[config.mk]
export PLATFORM = sky130hd
export DESIGN_NAME = box_nesting_insertion_sort_top_flat
export DESIGN_NICKNAME = d
export VERILOG_FILES = /design/src/rtl/bnis_pkg.sv /design/src/rtl/bnis_if.sv /design/src/rtl/bnis_ram.sv /design/src/rtl/bnis_ctrl.sv /design/src/rtl/bnis_dp.sv /design/src/rtl/box_nesting_insertion_sort_top.sv /design/src/flat_wrapper.sv
export SDC_FILE = /design/constraint.sdc
export NUM_CORES = 2
export LEC_CHECK = 0
export BUFFER_PORTS_ARGS = -buffer_cell sky130_fd_sc_hd__buf_2
export CAP_MARGIN = 40
export CELL_PAD_IN_SITES_DETAIL_PLACEMENT = 0
export CELL_PAD_IN_SITES_GLOBAL_PLACEMENT = 1
export CORE_MARGIN = 2
export CORE_UTILIZATION = 55
export CTS_CLUSTER_SIZE = 25
export DETAILED_ROUTE_END_ITERATION = 6
export HOLD_SLACK_MARGIN = 0.05
export PLACE_DENSITY_LB_ADDON = 0.2
export SLEW_MARGIN = 20
export SYNTH_ARGS = -nofsm -noshare
export SYNTH_HDL_FRONTEND = slang
export SYNTH_SLANG_ARGS = --single-unit
[constraint.sdc]
create_clock -name clk -period 6.4 [get_ports clk]
set_input_delay 1.92 -clock clk [delete_from_list [all_inputs] [get_ports clk]]
set_output_delay 1.92 -clock clk [all_outputs]
set_load 0.03 [all_outputs]
[src/rtl/bnis_pkg.sv]
// Package: shared constants, controller states and command/status structs for the box sorter.
`default_nettype none
package bnis_pkg;

  // Fixed field widths of the request and result channels
  localparam int DIM_IN_W  = 16;
  localparam int NUM_OUT_W = 6;

  // Defaults for the top-level parameters
  localparam int MAX_BOXES_DEF = 64;
  localparam int DIM_WIDTH_DEF = 16;

  // Controller states
  typedef enum logic [2:0] {
    S_IDLE,
    S_READ,
    S_CMP,
    S_WRITE,
    S_EMIT_RD,
    S_EMIT_LOAD,
    S_EMIT_WAIT
  } state_t;

  // Controller to datapath
  typedef struct packed {
    logic take;       // latch the arriving box request
    logic rd_pos;     // read the entry just below the insertion point
    logic shift;      // move that entry up one place
    logic place;      // write the new box at the insertion point
    logic emit_rd;    // read the entry at the emit index
    logic emit_load;  // load the result register from the read data
    logic emit_next;  // step the emit index
    logic run_clr;    // end of run: empty the list
  } cmd_t;

  // Datapath to controller
  typedef struct packed {
    logic full;       // list holds MAX_BOXES entries
    logic cnt_zero;   // list is empty
    logic pos_one;    // insertion point is one above the bottom
    logic fits;       // new box fits inside the entry just read
    logic last;       // latched last-box mark
    logic in_last;    // last-box mark on the incoming request
    logic emit_end;   // emit index is at the top entry
  } sts_t;

endpackage
`default_nettype wire

[src/rtl/bnis_if.sv]
// Interfaces: box request channel and result channel.
`default_nettype none
interface bnis_box_if;
  import bnis_pkg::*;
  logic                valid;
  logic                ready;
  logic [DIM_IN_W-1:0] dim_a;
  logic [DIM_IN_W-1:0] dim_b;
  logic [DIM_IN_W-1:0] dim_c;
  logic                last_box;

  modport source (output valid, dim_a, dim_b, dim_c, last_box, input ready);
  modport sink   (input valid, dim_a, dim_b, dim_c, last_box, output ready);
endinterface

interface bnis_res_if;
  import bnis_pkg::*;
  logic                 valid;
  logic                 ready;
  logic [NUM_OUT_W-1:0] box_number;
  logic                 final_result;
  logic                 overflow;

  modport source (output valid, box_number, final_result, overflow, input ready);
  modport sink   (input valid, box_number, final_result, overflow, output ready);
endinterface
`default_nettype wire

[src/rtl/bnis_ram.sv]
// Generic single-write, single-read RAM with registered read data.
`default_nettype none
module bnis_ram #(
  parameter int WIDTH = 8,
  parameter int DEPTH = 64,
  localparam int AW = (DEPTH > 1) ? $clog2(DEPTH) : 1
) (
  input  wire logic             clk,
  input  wire logic             we,
  input  wire logic [AW-1:0]    waddr,
  input  wire logic [WIDTH-1:0] wdata,
  input  wire logic [AW-1:0]    raddr,
  output logic      [WIDTH-1:0] rdata
);

  logic [WIDTH-1:0] mem [DEPTH];

  always_ff @(posedge clk) begin
    if (we) begin
      mem[waddr] <= wdata;
    end
    rdata <= mem[raddr];
  end

endmodule
`default_nettype wire

[src/rtl/bnis_ctrl.sv]
// Controller: state machine sequencing insertion and result emission.
`default_nettype none
module bnis_ctrl (
  input  wire logic           clk,
  input  wire logic           rst,
  input  wire logic           in_valid,
  output logic                in_ready,
  output logic                out_valid,
  input  wire logic           out_ready,
  input  wire bnis_pkg::sts_t sts,
  output bnis_pkg::cmd_t      cmd
);
  import bnis_pkg::*;

  state_t state, state_next;

  always_ff @(posedge clk) begin
    if (rst) begin
      state <= S_IDLE;
    end else begin
      state <= state_next;
    end
  end

  // Next state
  always_comb begin
    state_next = state;
    case (state)
      S_IDLE: begin
        if (in_valid) begin
          if (sts.full) begin
            state_next = sts.in_last ? S_EMIT_RD : S_IDLE;
          end else begin
            state_next = sts.cnt_zero ? S_WRITE : S_READ;
          end
        end
      end
      S_READ:  state_next = S_CMP;
      S_CMP: begin
        if (sts.fits && !sts.pos_one) begin
          state_next = S_READ;
        end else begin
          state_next = S_WRITE;
        end
      end
      S_WRITE:     state_next = sts.last ? S_EMIT_RD : S_IDLE;
      S_EMIT_RD:   state_next = S_EMIT_LOAD;
      S_EMIT_LOAD: state_next = S_EMIT_WAIT;
      S_EMIT_WAIT: begin
        if (out_ready) begin
          state_next = sts.emit_end ? S_IDLE : S_EMIT_RD;
        end
      end
      default: state_next = S_IDLE;
    endcase
  end

  // Outputs
  always_comb begin
    cmd       = '0;
    in_ready  = 1'b0;
    out_valid = 1'b0;
    case (state)
      S_IDLE: begin
        in_ready = 1'b1;
        cmd.take = in_valid;
      end
      S_READ:      cmd.rd_pos = 1'b1;
      S_CMP:       cmd.shift = sts.fits;
      S_WRITE:     cmd.place = 1'b1;
      S_EMIT_RD:   cmd.emit_rd = 1'b1;
      S_EMIT_LOAD: cmd.emit_load = 1'b1;
      S_EMIT_WAIT: begin
        out_valid     = 1'b1;
        cmd.emit_next = out_ready && !sts.emit_end;
        cmd.run_clr   = out_ready && sts.emit_end;
      end
      default: ;
    endcase
  end

endmodule
`default_nettype wire

[src/rtl/bnis_dp.sv]
// Datapath: box list storage, insertion pointer, counters and result register.
`default_nettype none
module bnis_dp #(
  parameter int MAX_BOXES = bnis_pkg::MAX_BOXES_DEF,
  parameter int DIM_WIDTH = bnis_pkg::DIM_WIDTH_DEF
) (
  input  wire logic                              clk,
  input  wire logic                              rst,
  input  wire logic [bnis_pkg::DIM_IN_W-1:0]     dim_a,
  input  wire logic [bnis_pkg::DIM_IN_W-1:0]     dim_b,
  input  wire logic [bnis_pkg::DIM_IN_W-1:0]     dim_c,
  input  wire logic                              last_box,
  input  wire bnis_pkg::cmd_t                    cmd,
  output bnis_pkg::sts_t                         sts,
  output logic      [bnis_pkg::NUM_OUT_W-1:0]    box_number,
  output logic                                   final_result,
  output logic                                   overflow
);
  import bnis_pkg::*;

  localparam int AW = (MAX_BOXES > 1) ? $clog2(MAX_BOXES) : 1;
  localparam int CW = $clog2(MAX_BOXES + 1);
  localparam int EW = AW + 3 * DIM_WIDTH;

  // strict fit of p inside q under any of the six rotations of q
  function automatic logic fits_inside(
    input logic [DIM_WIDTH-1:0] a, input logic [DIM_WIDTH-1:0] b,
    input logic [DIM_WIDTH-1:0] c, input logic [DIM_WIDTH-1:0] x,
    input logic [DIM_WIDTH-1:0] y, input logic [DIM_WIDTH-1:0] z);
    return (a < x && b < y && c < z) || (a < z && b < x && c < y) ||
           (a < y && b < z && c < x) || (a < z && b < y && c < x) ||
           (a < x && b < z && c < y) || (a < y && b < x && c < z);
  endfunction

  // New box being inserted
  logic [AW-1:0]        nb_num;
  logic [DIM_WIDTH-1:0] nb_d0, nb_d1, nb_d2;
  logic                 last;

  // Run bookkeeping
  logic [CW-1:0] count;
  logic          overflow_seen;
  logic [AW-1:0] pos;
  logic [AW-1:0] k;

  // Storage port signals
  logic          we;
  logic [AW-1:0] waddr, raddr;
  logic [EW-1:0] wdata, rdata;

  logic [AW-1:0]        rd_num;
  logic [DIM_WIDTH-1:0] rd_d0, rd_d1, rd_d2;

  assign {rd_num, rd_d0, rd_d1, rd_d2} = rdata;

  // Latch the new box and track count/overflow
  always_ff @(posedge clk) begin
    if (cmd.take) begin
      nb_num <= count[AW-1:0];
      nb_d0  <= DIM_WIDTH'(dim_a);
      nb_d1  <= DIM_WIDTH'(dim_b);
      nb_d2  <= DIM_WIDTH'(dim_c);
      last   <= last_box;
    end
  end

  always_ff @(posedge clk) begin
    if (rst) begin
      count         <= '0;
      overflow_seen <= 1'b0;
      pos           <= '0;
      k             <= '0;
    end else begin
      if (cmd.take) begin
        if (sts.full) begin
          overflow_seen <= 1'b1;
        end else begin
          pos <= count[AW-1:0];
        end
      end
      if (cmd.shift) begin
        pos <= pos - 1'b1;
      end
      if (cmd.place) begin
        count <= count + 1'b1;
      end
      if (cmd.emit_next) begin
        k <= k + 1'b1;
      end
      if (cmd.run_clr) begin
        count         <= '0;
        overflow_seen <= 1'b0;
        k             <= '0;
      end
    end
  end

  // Storage access: shift moves the entry below up, place drops in the new box
  assign we    = cmd.shift || cmd.place;
  assign waddr = pos;
  assign wdata = cmd.shift ? rdata : {nb_num, nb_d0, nb_d1, nb_d2};
  assign raddr = cmd.emit_rd ? k : pos - 1'b1;

  bnis_ram #(
    .WIDTH (EW),
    .DEPTH (MAX_BOXES)
  ) u_store (
    .clk   (clk),
    .we    (we),
    .waddr (waddr),
    .wdata (wdata),
    .raddr (raddr),
    .rdata (rdata)
  );

  // Result register
  always_ff @(posedge clk) begin
    if (cmd.emit_load) begin
      box_number   <= NUM_OUT_W'(rd_num);
      final_result <= sts.emit_end;
      overflow     <= overflow_seen;
    end
  end

  // Status to the controller
  always_comb begin
    sts.full     = (count == CW'(MAX_BOXES));
    sts.cnt_zero = (count == '0);
    sts.pos_one  = (pos == AW'(1));
    sts.fits     = fits_inside(nb_d0, nb_d1, nb_d2, rd_d0, rd_d1, rd_d2);
    sts.last     = last;
    sts.in_last  = last_box;
    sts.emit_end = ((CW'(k) + CW'(1)) == count);
  end

  // Checks
  a_count_bound: assert property (@(posedge clk) disable iff (rst)
    count <= CW'(MAX_BOXES))
    else $error("box count beyond capacity");

  a_read_pos: assert property (@(posedge clk) disable iff (rst)
    cmd.rd_pos |-> pos != '0)
    else $error("read below the bottom of the list");

  a_shift_pos: assert property (@(posedge clk) disable iff (rst)
    cmd.shift |-> pos != '0)
    else $error("shift below the bottom of the list");

  a_place_cnt: assert property (@(posedge clk) disable iff (rst)
    cmd.place |=> count == $past(count) + 1'b1)
    else $error("placed box not counted");

  a_run_clr: assert property (@(posedge clk) disable iff (rst)
    cmd.run_clr |=> count == '0 && !overflow_seen && k == '0)
    else $error("run state not cleared at end of run");

endmodule
`default_nettype wire

[src/rtl/box_nesting_insertion_sort_top.sv]
// Top level: box nesting insertion sorter, controller plus datapath.
//
//  Channel   Dir  Handshake      Payload
//  boxes     in   valid/ready    dim_a, dim_b, dim_c, last_box
//  results   out  valid/ready    box_number, final_result, overflow
//
// One box request at a time. A box is accepted; then each entry it is compared with
// is read from the list storage, compared and, if the new box fits inside it, moved
// up; last the new box is written. Entries are read one at a time through the single
// read port. A box that arrives while the list is full is dropped. After the last box
// each result is read, loaded into the result register and held until taken on
// results. No request is taken while results drain. Reset empties the list at once.
`default_nettype none
module box_nesting_insertion_sort_top #(
  parameter int MAX_BOXES = bnis_pkg::MAX_BOXES_DEF,
  parameter int DIM_WIDTH = bnis_pkg::DIM_WIDTH_DEF
) (
  input wire logic   clk,
  input wire logic   rst,
  bnis_box_if.sink   boxes,
  bnis_res_if.source results
);
  import bnis_pkg::*;

  cmd_t cmd;
  sts_t sts;

  bnis_ctrl u_ctrl (
    .clk       (clk),
    .rst       (rst),
    .in_valid  (boxes.valid),
    .in_ready  (boxes.ready),
    .out_valid (results.valid),
    .out_ready (results.ready),
    .sts       (sts),
    .cmd       (cmd)
  );

  bnis_dp #(
    .MAX_BOXES (MAX_BOXES),
    .DIM_WIDTH (DIM_WIDTH)
  ) u_dp (
    .clk          (clk),
    .rst          (rst),
    .dim_a        (boxes.dim_a),
    .dim_b        (boxes.dim_b),
    .dim_c        (boxes.dim_c),
    .last_box     (boxes.last_box),
    .cmd          (cmd),
    .sts          (sts),
    .box_number   (results.box_number),
    .final_result (results.final_result),
    .overflow     (results.overflow)
  );

endmodule
`default_nettype wire
[src/flat_wrapper.sv]
// flat-port wrapper written by rule: the top's interface ports become plain ports
module box_nesting_insertion_sort_top_flat import bnis_pkg::*;
#(
  parameter int MAX_BOXES = bnis_pkg::MAX_BOXES_DEF,
  parameter int DIM_WIDTH = bnis_pkg::DIM_WIDTH_DEF
)
  (clk, rst, boxes_valid, boxes_dim_a, boxes_dim_b, boxes_dim_c, boxes_last_box, boxes_ready, results_valid, results_box_number, results_final_result, results_overflow, results_ready);
  bnis_box_if boxes_i ();
  bnis_res_if results_i ();
  input wire logic clk;
  input wire logic rst;
  input wire logic [$bits(boxes_i.valid)-1:0] boxes_valid;
  input wire logic [$bits(boxes_i.dim_a)-1:0] boxes_dim_a;
  input wire logic [$bits(boxes_i.dim_b)-1:0] boxes_dim_b;
  input wire logic [$bits(boxes_i.dim_c)-1:0] boxes_dim_c;
  input wire logic [$bits(boxes_i.last_box)-1:0] boxes_last_box;
  output wire logic [$bits(boxes_i.ready)-1:0] boxes_ready;
  output wire logic [$bits(results_i.valid)-1:0] results_valid;
  output wire logic [$bits(results_i.box_number)-1:0] results_box_number;
  output wire logic [$bits(results_i.final_result)-1:0] results_final_result;
  output wire logic [$bits(results_i.overflow)-1:0] results_overflow;
  input wire logic [$bits(results_i.ready)-1:0] results_ready;
  assign boxes_i.valid = boxes_valid;
  assign boxes_i.dim_a = boxes_dim_a;
  assign boxes_i.dim_b = boxes_dim_b;
  assign boxes_i.dim_c = boxes_dim_c;
  assign boxes_i.last_box = boxes_last_box;
  assign boxes_ready = boxes_i.ready;
  assign results_valid = results_i.valid;
  assign results_box_number = results_i.box_number;
  assign results_final_result = results_i.final_result;
  assign results_overflow = results_i.overflow;
  assign results_i.ready = results_ready;
  box_nesting_insertion_sort_top #(.MAX_BOXES(MAX_BOXES), .DIM_WIDTH(DIM_WIDTH)) u_core (.clk(clk), .rst(rst), .boxes(boxes_i), .results(results_i));
endmodule
==> out/results.tsv <==
stage	metric	value	unit
drt	wire_per_inst	35.18	µm
die	die_h	510.0	µm
setup_path	critical_path_class	register to register	
placement	numPortBuffers	62	
synth	yosys.cell_types.count	57	
setup_path	crit_fanout	32	
setup_path	setup.worst_path.start	u_core.u_dp.nb_d2[5]$_DFFE_PP_	
setup_path	arrival	5.58	ns
synth	ys_ff_latch	3596	
sta	fmax	0.1983	GHz
sta	fin_skew	0.09414	ns
synth	syn_area	0.1408	mm²
global_routing	grt_overflow	0	
setup_path	r2r_cells	11	
synth	synthCells	6621	
clock_tree	cts_tree	yes	
setup_path	reg2reg_slack	1.36	ns
clock_tree	clock_path_buffers	4	
drt	dr_total_vias	70490	
setup_path	start_kind	register	
placement	gp_congestion	0.8683	
setup_path	worst_setup_path_end_kind	register	
cells_and_area	num-fill-cells	17060	
die	core_area	0.2544	mm²
drt	ant_nets	0	
synth	ys.warnings.count	0	
synth	ys_seq_area_share	76.13	%
clock_tree	cts_setup_buffers	0	
sta	rsz0062_at_grt	no	
placement	hpwl	217.8	mm
clock_tree	clk_latency	1.00	ns
setup_path	r2r_start	u_core.u_dp.nb_d2[5]$_DFFE_PP_	
clock_tree	ctsResizeCount	0	
worst_hold_path	hold_depth	0	
flow_run	drv_cap	0	
clock_tree	numCtsBuffers	373	
sta	worst_pin_slew	0.9622	ns
sta	fin_crit_sh	78.80	%
global_routing	grt_util_all_layers	29.10	%
cells_and_area	final_cell_mix	3,519 x edfxtp_1, 864 x mux4_2, 388 x a211oi_1	
synth	synth_fp_nets	6814	
global_routing	grt_pass1_vias	70340	
worst_hold_path	hold_end	u_core.u_dp.overflow$_DFFE_PN_	
synth	ys.flop_type	edfxtp_1	
setup_path	cp_data_required_time	6.94	ns
global_routing	antenna_found_initial	8	
die	start_util	55.36	%
synth	async_flop_share	0	%
cells_and_area	seq_area	0.1072	mm²
status	status	complete, no violations	
clock_tree	ctsHoldBuffers	0	
setup_path	r2r_end	u_core.u_dp.u_store.mem[3][12]$_DFFE_PP_	
sta	setup_violations	0	
sta	hold_violations	0	
cells_and_area	multi_input_area	0.03270	mm²
sta	relSlewSlack	35.85	%
synth	synth_area_per_cell	21.27	µm²
worst_hold_path	min_path_type	register to register	
clock_tree	root_buffer	clkbuf_16	
sta	setup_tns	0	ns
cells_and_area	drive_gt1_share	26.38	%
die	die_area	0.2601	mm²
drt	drc_errors	0	
drt	drt_first_pass_iters	6	
drt	finalWirelength	376.2	mm
die	rows	185	
clock_tree	path_clk_slew	0.06	ns
global_routing	grt_pass1_wl	530.8	mm
cells_and_area	layout_commonest_cell	edfxtp_1	
die	fp.dieW	510.0	µm
worst_hold_path	worstHoldStart	u_core.u_dp.overflow_seen$_SDFFE_PP0P_	
synth	synth_edf_count	3519	
drt	vias_per_cell	6.592	
sta	period_minus_slack	5.043	ns
global_routing	grt_max_degree	96	
sta	slew_viol_final	0	
clock_tree	cts-htree-levels	5	
cells_and_area	area_growth	13.87	%
cells_and_area	layout.nets	7238	
clock_tree	cts_sinks	3596	
sta	hold_ws	0.4823	ns
die	io_pins	63	
drt	dr.first_iter.drc_count	8353	
-- layout make-up --
class,instances,share of cell area [%]
clock inverters,200,1.283
diodes,4,0.006241
repair buffers,425,2.615
well taps,3366,2.626
inverters,57,0.1334
flip-flops and latches,3596,66.85
multi-input cells,2592,20.39
clock buffers,453,6.099
-- synth_stat cells, types with 5 or more instances --
master / number / area (µm²)
edfxtp_1: 3519 / 105700
mux4_2: 864 / 19460
a211oi_1: 389 / 2920
a21oi_1: 280 / 1401
nor2b_1: 221 / 1383
mux2i_1: 217 / 2172
clkbuf_1: 180 / 675.7
ha_1: 140 / 1752
buf_2: 123 / 615.6
nand2_1: 119 / 446.7
nor2_1: 112 / 420.4
o21ai_0: 83 / 415.4
dfxtp_1: 77 / 1541
inv_1: 56 / 210.2
buf_4: 39 / 292.8
nand3_1: 30 / 150.1
buf_1: 18 / 67.56
buf_6: 16 / 180.2
nand4_1: 13 / 81.33
xnor2_1: 13 / 113.9
a21o_1: 10 / 75.07
nor3_1: 9 / 45.04
o211ai_1: 8 / 60.06
xor2_1: 6 / 52.55
nand2b_1: 5 / 31.28
-- state kept, by name, indices dropped and copies added, names as in the netlist, 7 cells and up --
| name | count |
|---|---|
| u_core.u_dp.count | 7 |
| u_core.u_dp.nb_d0 | 16 |
| u_core.u_dp.nb_d1 | 16 |
| u_core.u_dp.nb_d2 | 16 |
| u_core.u_dp.u_store.mem | 3456 |
| u_core.u_dp.u_store.rdata | 54 |
-- worst max-delay path by stage --
stage | slack (ns) | end
after floorplan | 0.75 | u_core.u_dp.u_store.mem[0][23]$_DFFE_PP_
after global placement | 1.17 | u_core.u_dp.u_store.mem[15][52]$_DFFE_PP_
after detailed placement | 1.47 | u_core.u_dp.u_store.mem[37][20]$_DFFE_PP_
after CTS | 1.37 | u_core.u_dp.u_store.mem[39][36]$_DFFE_PP_
after global routing | 1.15 | u_core.u_dp.u_store.mem[3][12]$_DFFE_PP_
final | 1.36 | u_core.u_dp.u_store.mem[3][12]$_DFFE_PP_
-- stage by stage --
stage / utilization, % / setup WS, ns / cell area, µm² / cells
after CTS: 62.99 / 1.371 / 160200 / 10680
after global routing: 63.04 / 1.149 / 160400 / 10690
after floorplan: - / 0.7468 / 140800 / 6621
final: 63.04 / 1.357 / 160400 / 10690
after detailed placement: 58.34 / 1.467 / 148400 / 10030
after global placement: 58.04 / 1.165 / 147600 / 9985
-- metal layers --
metal,track usage (%),wire length [µm]
met1,40.54,145800
met2,46.65,184200
met3,4.501,29450
met4,11.89,16740
met5,0,20
-- cell families (layout without fill, tap and decap cells) --
| kind of cell | count (synthesis) | count (layout) | share of synthesized area, % |
|---|---|---|---|
| XOR/XNOR | 19 | 19 | 0.1182 |
| AND/OR/NAND/NOR | 534 | 534 | 1.947 |
| AO/OA/AOI/OAI | 815 | 815 | 3.730 |
| adder cells (fa/ha/maj) | 140 | 140 | 1.244 |
| flip-flops | 3596 | 3596 | 76.13 |
| multiplexers | 1084 | 1084 | 15.38 |
| other | 0 | 4 | 0 |
| buffers and inverters | 433 | 1135 | 1.453 |
-- worst max-delay path, stage by stage (launching register included) --
cell and delay (ns):
edfxtp_1 0.46, ha_1 0.35, and3_1 0.19, a221oi_1 0.26, o21ai_0 0.25, a2111oi_0 0.51
o31a_1 0.22, a32o_1 0.26, a21oi_4 0.12, a21o_1 0.44, nor2_4 0.66, buf_4 0.74
Power is not shown: default switching activity piles up to over one toggle a cycle in this logic, so the estimate is an artifact.
